<file path="src/rtl/assert_macros.svh">
// ----------------------------------------------------------------------------
// Assertion macros
// Shared concurrent assertion forms for clocked checks with a reset disable.
// ----------------------------------------------------------------------------
`ifndef ASSERT_MACROS_SVH
`define ASSERT_MACROS_SVH

// Implication in the same cycle, disabled while reset is high
`define ASSERT_SAME(label, clk, rst, ante, cons, msg) \
   label: assert property (@(posedge clk) disable iff (rst) (ante) |-> (cons)) \
      else $error(msg);

// Implication in the next cycle, disabled while reset is high
`define ASSERT_NEXT(label, clk, rst, ante, cons, msg) \
   label: assert property (@(posedge clk) disable iff (rst) (ante) |=> (cons)) \
      else $error(msg);

`endif

</file>
<file path="src/rtl/apslp_pkg.sv">
// ----------------------------------------------------------------------------
// apslp_pkg
// Types, constants and decode helpers for the keypad status line parser.
// ----------------------------------------------------------------------------
package apslp_pkg;

   localparam int unsigned CharWidth   = 8;
   localparam int unsigned PosWidth    = 7;
   localparam int unsigned FlagWidth   = 15;
   localparam int unsigned PatLen      = 9;
   localparam int unsigned LineLength  = 94;
   localparam int unsigned NoDelayBit  = 11;
   localparam int unsigned ReadyBit    = 0;
   localparam int unsigned AwayBit     = 1;
   localparam int unsigned StayBit     = 2;
   localparam int unsigned AlarmBit    = 8;
   localparam int unsigned ReqDataWidth = 8;
   localparam int unsigned RspDataWidth = 24;

   localparam logic [CharWidth-1:0] CharOpen = 8'h5B;   // '['
   localparam logic [CharWidth-1:0] CharOne  = 8'h31;   // '1'

   localparam logic [PosWidth-1:0] PosMax  = 7'd127;
   localparam logic [PosWidth-1:0] PosLast = 7'(LineLength - 1);

   // "*INSTANT*" and "*MAXIMUM*", oldest character first
   localparam logic [CharWidth-1:0] PatInstant [PatLen] = '{
      8'h2A, 8'h49, 8'h4E, 8'h53, 8'h54, 8'h41, 8'h4E, 8'h54, 8'h2A
   };
   localparam logic [CharWidth-1:0] PatMaximum [PatLen] = '{
      8'h2A, 8'h4D, 8'h41, 8'h58, 8'h49, 8'h4D, 8'h55, 8'h4D, 8'h2A
   };

   typedef enum logic [1:0] {
      STATUS_OK         = 2'd0,
      STATUS_BAD_START  = 2'd1,
      STATUS_BAD_LENGTH = 2'd2
   } status_type;

   typedef enum logic [2:0] {
      PANEL_READY     = 3'd0,
      PANEL_STAY      = 3'd1,
      PANEL_INSTANT   = 3'd2,
      PANEL_AWAY      = 3'd3,
      PANEL_MAX       = 3'd4,
      PANEL_ALARM     = 3'd5,
      PANEL_NOT_READY = 3'd6
   } panel_type;

   // Flag bit selected by a line position; the beep count position has none
   function automatic logic [FlagWidth-1:0] flag_mask(input logic [PosWidth-1:0] pos);
      logic [FlagWidth-1:0] m;
      m = '0;
      if (pos >= 7'd1 && pos <= 7'd5) begin
         m = FlagWidth'(1) << (pos - 7'd1);
      end else if (pos >= 7'd7 && pos <= 7'd16) begin
         m = FlagWidth'(1) << (pos - 7'd2);
      end
      return m;
   endfunction

   function automatic panel_type decode_panel(input logic [FlagWidth-1:0] f);
      panel_type s;
      if (f[ReadyBit] && !f[AlarmBit]) begin
         s = PANEL_READY;
      end else if (f[StayBit] && !f[AlarmBit]) begin
         s = f[NoDelayBit] ? PANEL_INSTANT : PANEL_STAY;
      end else if (f[AwayBit] && !f[AlarmBit]) begin
         s = f[NoDelayBit] ? PANEL_MAX : PANEL_AWAY;
      end else if (f[AlarmBit]) begin
         s = PANEL_ALARM;
      end else begin
         s = PANEL_NOT_READY;
      end
      return s;
   endfunction

endpackage

</file>
<file path="src/rtl/alarm_panel_status_line_parser_unit.sv">
// Path: a transferred character is registered in the input register, parsed,
// and a line result is registered in the result register and presented on rsp_*.
// Throughput: one character per cycle, set by the single parse stage between
// the two registers, save while a line end waits on an unread result.
// Reset (synchronous, active high) empties both registers and clears the
// per-line state: position, start check, flags, match window and match mark.
// ----------------------------------------------------------------------------
// alarm_panel_status_line_parser_unit
// Parses a keypad status line character by character and reports the status
// code, the packed flags and the decoded panel state at the end of the line.
// ----------------------------------------------------------------------------
`include "assert_macros.svh"

module alarm_panel_status_line_parser_unit (
   input  logic                                     clock,
   input  logic                                     reset,
   input  logic                                     req_tvalid,
   output logic                                     req_tready,
   input  logic [apslp_pkg::ReqDataWidth-1:0]       req_tdata,  // [7:0] char_in
   input  logic                                     req_tlast,  // line_end
   output logic                                     rsp_tvalid,
   input  logic                                     rsp_tready,
   // [1:0] status_code, [4:2] panel_state, [19:5] flags, [23:20] zero
   output logic [apslp_pkg::RspDataWidth-1:0]       rsp_tdata
);

   localparam int unsigned WinLen = apslp_pkg::PatLen - 1;

   // input register
   logic                                 s1_valid_ff, s1_valid_in;
   logic [apslp_pkg::CharWidth-1:0]      s1_char_ff;
   logic                                 s1_last_ff;

   // per-line state
   logic [apslp_pkg::PosWidth-1:0]       pos_ff, pos_in;
   logic                                 start_ok_ff, start_ok_in;
   logic [apslp_pkg::FlagWidth-1:0]      flags_ff, flags_in;
   logic [apslp_pkg::CharWidth-1:0]      win_ff [WinLen];
   logic [apslp_pkg::CharWidth-1:0]      win_in [WinLen];
   logic                                 seen_ff, seen_in;

   // result register
   logic                                 rsp_valid_ff, rsp_valid_in;
   apslp_pkg::status_type                status_ff, status_in;
   apslp_pkg::panel_type                 panel_ff, panel_in;
   logic [apslp_pkg::FlagWidth-1:0]      rflags_ff, rflags_in;

   logic                                 s1_adv, s1_fire, out_free;
   logic [apslp_pkg::CharWidth-1:0]      cur_win [apslp_pkg::PatLen];
   logic                                 hit_instant, hit_maximum;
   logic                                 start_now, seen_now;
   logic [apslp_pkg::FlagWidth-1:0]      flags_now, flags_out;

   assign out_free   = !rsp_valid_ff || rsp_tready;
   // characters that end no line never wait on the result side
   assign s1_adv     = !s1_last_ff || out_free;
   assign s1_fire    = s1_valid_ff && s1_adv;
   assign req_tready = !s1_valid_ff || s1_adv;
   assign s1_valid_in = (req_tvalid && req_tready) ? 1'b1 :
                        (s1_fire ? 1'b0 : s1_valid_ff);

   // window as it stands with the current character shifted in
   always_comb begin
      for (int i = 0; i < WinLen; i++) begin
         cur_win[i] = win_ff[i];
      end
      cur_win[WinLen] = s1_char_ff;
   end

   always_comb begin
      hit_instant = 1'b1;
      hit_maximum = 1'b1;
      for (int i = 0; i < apslp_pkg::PatLen; i++) begin
         if (cur_win[i] != apslp_pkg::PatInstant[i]) hit_instant = 1'b0;
         if (cur_win[i] != apslp_pkg::PatMaximum[i]) hit_maximum = 1'b0;
      end
   end

   assign start_now = (pos_ff == '0) ? (s1_char_ff == apslp_pkg::CharOpen) : start_ok_ff;
   assign seen_now  = seen_ff || hit_instant || hit_maximum;
   assign flags_now = flags_ff |
                      ((s1_char_ff == apslp_pkg::CharOne) ? apslp_pkg::flag_mask(pos_ff)
                                                          : '0);

   always_comb begin
      flags_out = flags_now;
      flags_out[apslp_pkg::NoDelayBit] = flags_now[apslp_pkg::NoDelayBit] | seen_now;
   end

   // next per-line state: advance on each parsed character, clear at line end
   always_comb begin
      pos_in      = pos_ff;
      start_ok_in = start_ok_ff;
      flags_in    = flags_ff;
      seen_in     = seen_ff;
      for (int i = 0; i < WinLen; i++) begin
         win_in[i] = win_ff[i];
      end
      if (s1_fire) begin
         if (s1_last_ff) begin
            pos_in      = '0;
            start_ok_in = 1'b0;
            flags_in    = '0;
            seen_in     = 1'b0;
            for (int i = 0; i < WinLen; i++) begin
               win_in[i] = '0;
            end
         end else begin
            pos_in      = (pos_ff == apslp_pkg::PosMax) ? pos_ff : pos_ff + 7'd1;
            start_ok_in = start_now;
            flags_in    = flags_now;
            seen_in     = seen_now;
            for (int i = 0; i < WinLen; i++) begin
               win_in[i] = cur_win[i + 1];
            end
         end
      end
   end

   // result for the line-ending character
   always_comb begin
      status_in = status_ff;
      panel_in  = panel_ff;
      rflags_in = rflags_ff;
      if (s1_fire && s1_last_ff) begin
         if (!start_now) begin
            status_in = apslp_pkg::STATUS_BAD_START;
            panel_in  = apslp_pkg::PANEL_READY;
            rflags_in = '0;
         end else if (pos_ff != apslp_pkg::PosLast) begin
            status_in = apslp_pkg::STATUS_BAD_LENGTH;
            panel_in  = apslp_pkg::PANEL_READY;
            rflags_in = '0;
         end else begin
            status_in = apslp_pkg::STATUS_OK;
            panel_in  = apslp_pkg::decode_panel(flags_out);
            rflags_in = flags_out;
         end
      end
   end

   assign rsp_valid_in = (s1_fire && s1_last_ff) ? 1'b1 :
                         (rsp_tready ? 1'b0 : rsp_valid_ff);

   always_ff @(posedge clock) begin
      if (reset) begin
         s1_valid_ff  <= 1'b0;
         rsp_valid_ff <= 1'b0;
         pos_ff       <= '0;
         start_ok_ff  <= 1'b0;
         flags_ff     <= '0;
         seen_ff      <= 1'b0;
         for (int i = 0; i < WinLen; i++) begin
            win_ff[i] <= '0;
         end
      end else begin
         s1_valid_ff  <= s1_valid_in;
         rsp_valid_ff <= rsp_valid_in;
         pos_ff       <= pos_in;
         start_ok_ff  <= start_ok_in;
         flags_ff     <= flags_in;
         seen_ff      <= seen_in;
         for (int i = 0; i < WinLen; i++) begin
            win_ff[i] <= win_in[i];
         end
      end
   end

   // payload registers, no reset
   always_ff @(posedge clock) begin
      if (req_tvalid && req_tready) begin
         s1_char_ff <= req_tdata[7:0];
         s1_last_ff <= req_tlast;
      end
      status_ff <= status_in;
      panel_ff  <= panel_in;
      rflags_ff <= rflags_in;
   end

   assign rsp_tvalid = rsp_valid_ff;
   assign rsp_tdata  = {4'b0, rflags_ff, panel_ff, status_ff};

   `ASSERT_SAME(a_err_zero, clock, reset,
      rsp_valid_ff && status_ff != apslp_pkg::STATUS_OK,
      rflags_ff == '0 && panel_ff == apslp_pkg::PANEL_READY,
      "error result carries nonzero flags or state")
   `ASSERT_NEXT(a_line_clear, clock, reset, s1_fire && s1_last_ff,
      pos_ff == '0 && !seen_ff && flags_ff == '0 && !start_ok_ff,
      "per-line state not cleared after line end")
   `ASSERT_NEXT(a_pos_step, clock, reset, s1_fire && !s1_last_ff,
      pos_ff == apslp_pkg::PosMax || pos_ff == $past(pos_ff) + 7'd1,
      "character position did not advance")
   `ASSERT_SAME(a_ok_state, clock, reset,
      rsp_valid_ff && status_ff == apslp_pkg::STATUS_OK,
      rflags_ff[apslp_pkg::AlarmBit] == (panel_ff == apslp_pkg::PANEL_ALARM),
      "alarm flag and panel state disagree")

endmodule

</file>
<file path="config.mk">
export PLATFORM = sky130hd
export DESIGN_NAME = alarm_panel_status_line_parser_unit
export DESIGN_NICKNAME = d
export VERILOG_FILES = /design/src/rtl/apslp_pkg.sv /design/src/rtl/alarm_panel_status_line_parser_unit.sv
export VERILOG_INCLUDE_DIRS = /design/src /design/src/rtl
export SDC_FILE = /design/constraint.sdc
export NUM_CORES = 1
export LEC_CHECK = 0
export BUFFER_PORTS_ARGS = -buffer_cell sky130_fd_sc_hd__buf_2
export CAP_MARGIN = 10
export CORE_MARGIN = 10
export CORE_UTILIZATION = 34
export DETAILED_ROUTE_END_ITERATION = 8
export GPL_TIMING_DRIVEN = 1
export PLACE_DENSITY_LB_ADDON = 0.05
export SYNTH_ARGS = -nofsm -noshare
export SYNTH_HDL_FRONTEND = slang
export SYNTH_SLANG_ARGS = --single-unit
export TNS_END_PERCENT = 20
</file>
<file path="constraint.sdc">
create_clock -name clock -period 2.7 [get_ports clock]
set_input_delay 0.135 -clock clock [delete_from_list [all_inputs] [get_ports clock]]
set_output_delay 0.135 -clock clock [all_outputs]
set_load 0.005 [all_outputs]
</file>
==> impl_results.md, run 1 <==
- Status: complete, no violations
- Share of the synthesized area in the top cell type: around a third
- WL per Instance: 16.58 µm
- Worst path top cell family by delay: compound AO/OA/AOI/OAI gates
- Dominant cell type by area after synthesis: dfxtp_1
- DRT iter0 DRCs: a little over 300
- CP Capture Type: flop
- Crit path to: panel_ff[1]
- Worst reg2reg endpoint: panel_ff[1]
- ANT nets after route: 0
- Ant diodes: 0
- Worst path cell trace: inv_1 -> ha_4 -> or3b_1 -> a2111o_1 -> a311oi_2 -> nand3_1 -> o21ai_4 -> a2111oi_2 -> o31a_1
- Finished Layout Cells: roughly 850
- Fin util: between 40% and 50%
- Num ports: 39
- Filler Cell Count: 1,615
- Reg clk slew, reported paths: ~0.050 ns
- Peak Freq: between 0.4 and 0.5 GHz
- Relative slew slack: a little under two fifths
- Yosys warnings: 0
- Main synth FF type: dfxtp_1
- WL final: between 10,000 and 15,000 µm
- Mapped cell area: about 0.0054 mm²
- Die area: 0.02147 mm²
- Critical path type: reg2reg
- First-pass GRT wire length: 22,670 µm
- CP max-delay cell: a2111o_1
- Async SR Flop Fraction: 0%
- Initial DRT Pass Iterations: 5
- Total track usage: roughly 13%
- Nets: between 600 and 700
- Dpl cells: about 800
- Core area: 0.01577 mm²
- Most frequent cell after synthesis: dfxtp_1
- Die Width: 146.5 µm
- Clock buffer depth: 2
- PwrDens: roughly 630 mW/mm²
- Vias/cell: between 5 and 6
- Setup Viol. Count Final: 0
- Static Leak: approximately 2.2 nW
- Final Max Tran Viols: 0
- # rows: 46
- Startpoint Class: flop
- Final hold slack: approximately 0.055 ns
- Initial antenna violation count: 0
- Post-synth EDFFs: 29
- Layout Skew: roughly 0.0076 ns
- Worst Setup SP: pos_ff[1]
- Max-cap violations: 0
- Syn Inst Count: around 600
- Mapped Avg Cell Area: a little over 9 µm²
- Vias in the first global route: 4,181
- Post-CTS setup buffer count: 0
- CP required: 2.86 ns
- H-tree lvl count: 4
- Critical path buffers and inverters: 1
- Worst-path maximum fanout: 6
- Chip Height: 146.5 µm
- Routability cong.: 0.7978
- Worst R2R Setup Slack: ~0.20 ns
- Final hold viol count: 0
- Setup TNS Final: 0 ns
- Cell count along the critical path: 9
- Area grow syn2layout: 19.54%
- Reg area: 0.002674 mm²
- CTS tree: built
- Min Clock Period, post-route: 2.495 ns
- Yosys cell types: 67
- Total grt overflow: 0
- Slowest stage delay, CP: about 0.43 ns
- Initial core utilization: about a third
- Actual slew at the worst max-slew pin: between 0.9 and 1 ns
- Reg2reg path depth: 9
- Drc violations: 0
- Synth cell count leaders: 90 x dfxtp_1, 84 x a21oi_1, 76 x nand2_1
- CTS Buf Count: 17
- Reg-to-Reg Start: pos_ff[1]
- FF+latch count, synth: 119
- Final period utilization: between 90 and 100%
- Share of layout cells above drive strength 1: around 16%
- Sequential-to-total area share from yosys stat: 49.09%
- CP arrival: 2.66 ns
- Area occupied by multi-input gates: roughly 0.0025 mm²
- RSZ-0062 raised after global routing: false
- Largest net degree at the start of global routing: 68
- VDD IR max: roughly 380 µV
- Clk sinks: roughly 120
- Worst-skew pair later-pin latency: 0.41 ns
- Min-Delay Path Class: in2reg
- Synth area leaders: dfxtp_1 33%, edfxtp_1 16%, nand3b_1 9.1%
- Dpl hpwl: about 9200 µm
- Routed vias: roughly 4,400
- Root Buffer: clkbuf_16
- IO Port Bufs: 34
tightest hold or removal path, delay by kind of cell:
kind	cells	cell delay (ns)
simple gates	3	0.21
buf+inv	1	0.07
cells in the final DEF (no fill, tap or decap), drive strengths merged, types with 8 or more instances in the layout:
cell,count
nand3b,66
o21ai,9
nor2,44
inv,12
buf,55
a21oi,86
dlygate4sd3,10
nor4bb,12
edfxtp,29
clkbuf,27
nand2,76
ha,8
dfxtp,90
worst min path at each step:
| stage | from | end | slack (ns) | depth (start not counted) |
|---|---|---|---|---|
| after global placement | req_tdata[4] | s1_char_ff[4] | 0.31 | 1 |
| final | rsp_tready | rsp_tvalid | 0.05 | 4 |
| after global routing | rsp_tready | rsp_tvalid | 0.09 | 4 |
| after floorplan | req_tdata[0] | s1_char_ff[0] | 0.23 | 0 |
| after detailed placement | req_tdata[5] | s1_char_ff[5] | 0.31 | 1 |
| after CTS | rsp_tready | rsp_tvalid | 0.04 | 4 |
layout make-up:
type / instances / share of cell area (%)
Multi-Input combinational cell: 410 / 38.97
Timing Repair Buffer: 65 / 6.768
Tap cell: 216 / 4.153
Inverter: 12 / 0.7306
Sequential cell: 119 / 41.09
Clock inverter: 3 / 0.2307
Clock buffer: 27 / 8.056
timing repair:
| action | CTS | global route |
|---|---|---|
| setup endpoints to repair | 0 | 2 |
| endpoints found under the hold margin | 10 | 0 |
| gates resized for setup | 0 | 1 |
| hold buffers | 10 | 0 |
power breakdown:
part	internal, mW	switching, mW
combinational	0.0667	0.127
sequential	1.84	0.0153
clock	1.31	0.751
total	3.22	0.894
cell families after synthesis:
group | after synthesis | share of synthesized area, %
and+or+nand+nor | 260 | 27.56
AOI/OAI and AO/OA | 131 | 15.35
DFF | 119 | 49.09
buffers and inverters | 60 | 4.918
adders and majority gates | 8 | 1.839
xor gates and xnor gates | 5 | 0.8046
muxes | 2 | 0.3677
other | 1 | 0.06888
through the flow:
step / setup slack, ns / cell area, µm² / total power, mW
6_report: 0.2046 / 6507 / 4.112
5_1_grt: 0.05417 / 6507 / 4.258
4_1_cts: 0.09265 / 6501 / 4.157
3_5_place_dp: 0.1084 / 5862 / 2.078
3_3_place_gp: 0.1653 / 5862 / 2.076
2_1_floorplan: 0.01641 / 5490 / 2.021
sequential cells by signal, indices dropped and copies added (netlist names):
name and count:
pos_ff 7, seen_ff 1, status_ff 2, s1_char_ff 8, s1_last_ff 1, flags_ff 15, rsp_tvalid 1, rflags_ff 15
panel_ff 3, start_ok_ff 1, s1_valid_ff 1, win_ff 64
layer usage:
layer  vias up  wire length (µm)  global-route usage (%)
met2        91              6213                   19.63
met1      2070              7043                   17.18
met3        12               694                   3.801
li1       2181                 -                       -
met4         0               175                   4.755
met5         -                 0                       0
Power figures use the tool's default switching activity.
==> run 2, diff against run 1 <==
--- a/config.mk
+++ b/config.mk
@@ -10,5 +10,5 @@
 export CAP_MARGIN = 10
 export CORE_MARGIN = 10
-export CORE_UTILIZATION = 34
+export CORE_UTILIZATION = 50
 export DETAILED_ROUTE_END_ITERATION = 8
 export GPL_TIMING_DRIVEN = 1
==> constraint.sdc (replaced) <==
create_clock -name clock -period 2.7 [get_ports clock]
set_input_delay 0.405 -clock clock [delete_from_list [all_inputs] [get_ports clock]]
set_output_delay 0.405 -clock clock [all_outputs]
set_load 0.005 [all_outputs]
==> run 2 against run 1 <==
  * Highest routed layer unchanged
  * Maximum frequency shrank 3.1%
  * Largest power group unchanged
  * Critical endpoint unchanged
  * Combinational power shrank 10%
  * Routed wire length shrank 10%
  * Non-clock buffer count shrank 12
==> impl_results.md, run 2 (synthesis gave the netlist of run 1 again) <==
- Met2 wire len: roughly 6400 µm
- Startpoint Class: flop
- CP Capture Type: flop
- Drc violations: 0
- CP required: 2.97 ns
- Status: complete, no violations
- Met3 WL: 496 µm
- IO Port Bufs: 34
- # rows: 38
- Most frequent cells in the layout: 88 x dfxtp_1, 84 x a21oi_1, 75 x nand2_1
- Num ports: 39
- Nets: 634
- DR top layer: met4
- First-pass GRT wire length: 21,130 µm
- Static Leak: around 2.2 nW
- Final Max Tran Viols: 0
- Max-cap violations: 0
- Worst-skew pair later-pin latency: approximately 0.52 ns
- Min-Delay Path Class: in2reg
- Worst-path maximum fanout: 6
- Initial core utilization: a little over 50%
- Area grow syn2layout: 16.59%
- Final hold slack: 0.05574 ns
- Ant diodes: 0
- Total grt overflow: 0
- CP arrival: roughly 2.8 ns
- Peak Freq: between 0.3 and 0.4 GHz
- Die Width: about 120 µm
- CTS tree: built
- Setup Viol. Count Final: 0
- Flip-flop count of the largest register after layout: 64
- Clock buffer depth: 2
- Share of layout cells above drive strength 1: 16.77%
- Most flop-heavy register: win_ff
- DRT iter0 DRCs: 349
- ANT nets after route: 0
- RSZ-0062 raised after global routing: false
- Dpl hpwl: 8456 µm
- Final hold viol count: 0
- Actual slew at the worst max-slew pin: about 0.99 ns
- WL final: approximately 13,000 µm
- Min Clock Period, post-route: 2.574 ns
- Critical path type: reg2reg
- Setup TNS Final: 0 ns
- Commonest non-fill, non-tap cell in the layout: dfxtp_1
- WL per Instance: approximately 17 µm
- Initial antenna violation count: 0
- Total track usage: 16.40%
- Chip Height: approximately 120 µm
- Reg clk slew, reported paths: around 0.060 ns
- Post-CTS setup buffer count: 0
- Die area: between 0.015 and 0.02 mm²
- Clk sinks: around 120
- Vias/cell: ~5.6
- Core area: between 0.01 and 0.015 mm²
- Routed vias: ~4,300
- Vias in the first global route: 4,133
- Routability cong.: between 0.8 and 0.9
- Largest net degree at the start of global routing: 68
- CTS Buf Count: 17
- Initial DRT Pass Iterations: 4
- Fin util: around three fifths
- Relative slew slack: between 30% and 40%
- PwrDens: about 670 mW/mm²
- Final period utilization: approximately 95%
- Root Buffer: clkbuf_8
- H-tree lvl count: 4
- WL met1: ~5600 µm
- Layout Skew: approximately 0.008 ns
- VDD IR max: about 340 µV
- Post-CTS Hold Fix Bufs: 0
- Largest regs: win_ff: 64 flops, flags_ff: 15 flops, rflags_ff: 15 flops
## run 2: cell type report
class | count | area, µm²
Inverter | 12 | 47.55
Fill cell | 975 | 4398
Tap cell | 140 | 175.2
Sequential cell | 119 | 2675
Multi-Input combinational cell | 410 | 2542
Timing Repair Buffer | 53 | 325.3
Clock inverter | 10 | 117.6
Clock buffer | 22 | 464.2
## run 2: worst paths after layout
check	from	cells past startpoint	slack (ns)	endpoint
setup / recovery	pos_ff[1]	9	0.13	panel_ff[1]
hold / removal	req_tdata[0]	1	0.06	s1_char_ff[0]
setup reg to reg	pos_ff[1]	9	0.13	panel_ff[1]
hold reg to reg	win_ff[0][7]	2	0.45	win_ff[0][7]
## run 2: what timing repair did
| item | in CTS | in global routing |
|---|---|---|
| hold endpoints to repair | 0 | 0 |
| gates resized for setup | 0 | 3 |
| setup endpoints to repair | 0 | 6 |
## run 2: stage by stage
| stage | power, mW | area, µm² | instances | worst slack (ns) |
|---|---|---|---|---|
| finish | 4.223 | 6347 | 766 | 0.1261 |
| global route | 4.377 | 6347 | 766 | 0.01085 |
| CTS | 4.264 | 6334 | 766 | 0.09497 |
| detailed placement | 2.067 | 5752 | 734 | 0.1039 |
| global placement | 2.066 | 5752 | 734 | 0.1732 |
| floorplan | 2.021 | 5490 | 589 | 0.01641 |
## run 2: power by group
| part | internal (mW) | total, mW | switching [mW] | leakage [nW] |
|---|---|---|---|---|
| clock | 1.39 | 2.19 | 0.799 | 0.277 |
| combinational | 0.0560 | 0.174 | 0.118 | 0.861 |
| sequential | 1.84 | 1.86 | 0.0153 | 1.03 |
| total | 3.29 | 4.22 | 0.933 | 2.17 |
## run 2: per-layer routing
metal	GRT usage, %	vias to the layer above
met3	5.021	24
met1	19.12	2043
li1	-	2153
met2	27.54	71
met4	6.306	0
met5	0	-
## run 2: worst max-delay path: stages (launching register included)
cell and delay (ns):
dfxtp_2 0.34, inv_1 0.10, ha_4 0.13, or3b_1 0.34
a2111o_1 0.42, a311oi_2 0.31, nand3_1 0.17, o21ai_4 0.27
a2111oi_2 0.10, o31a_1 0.12
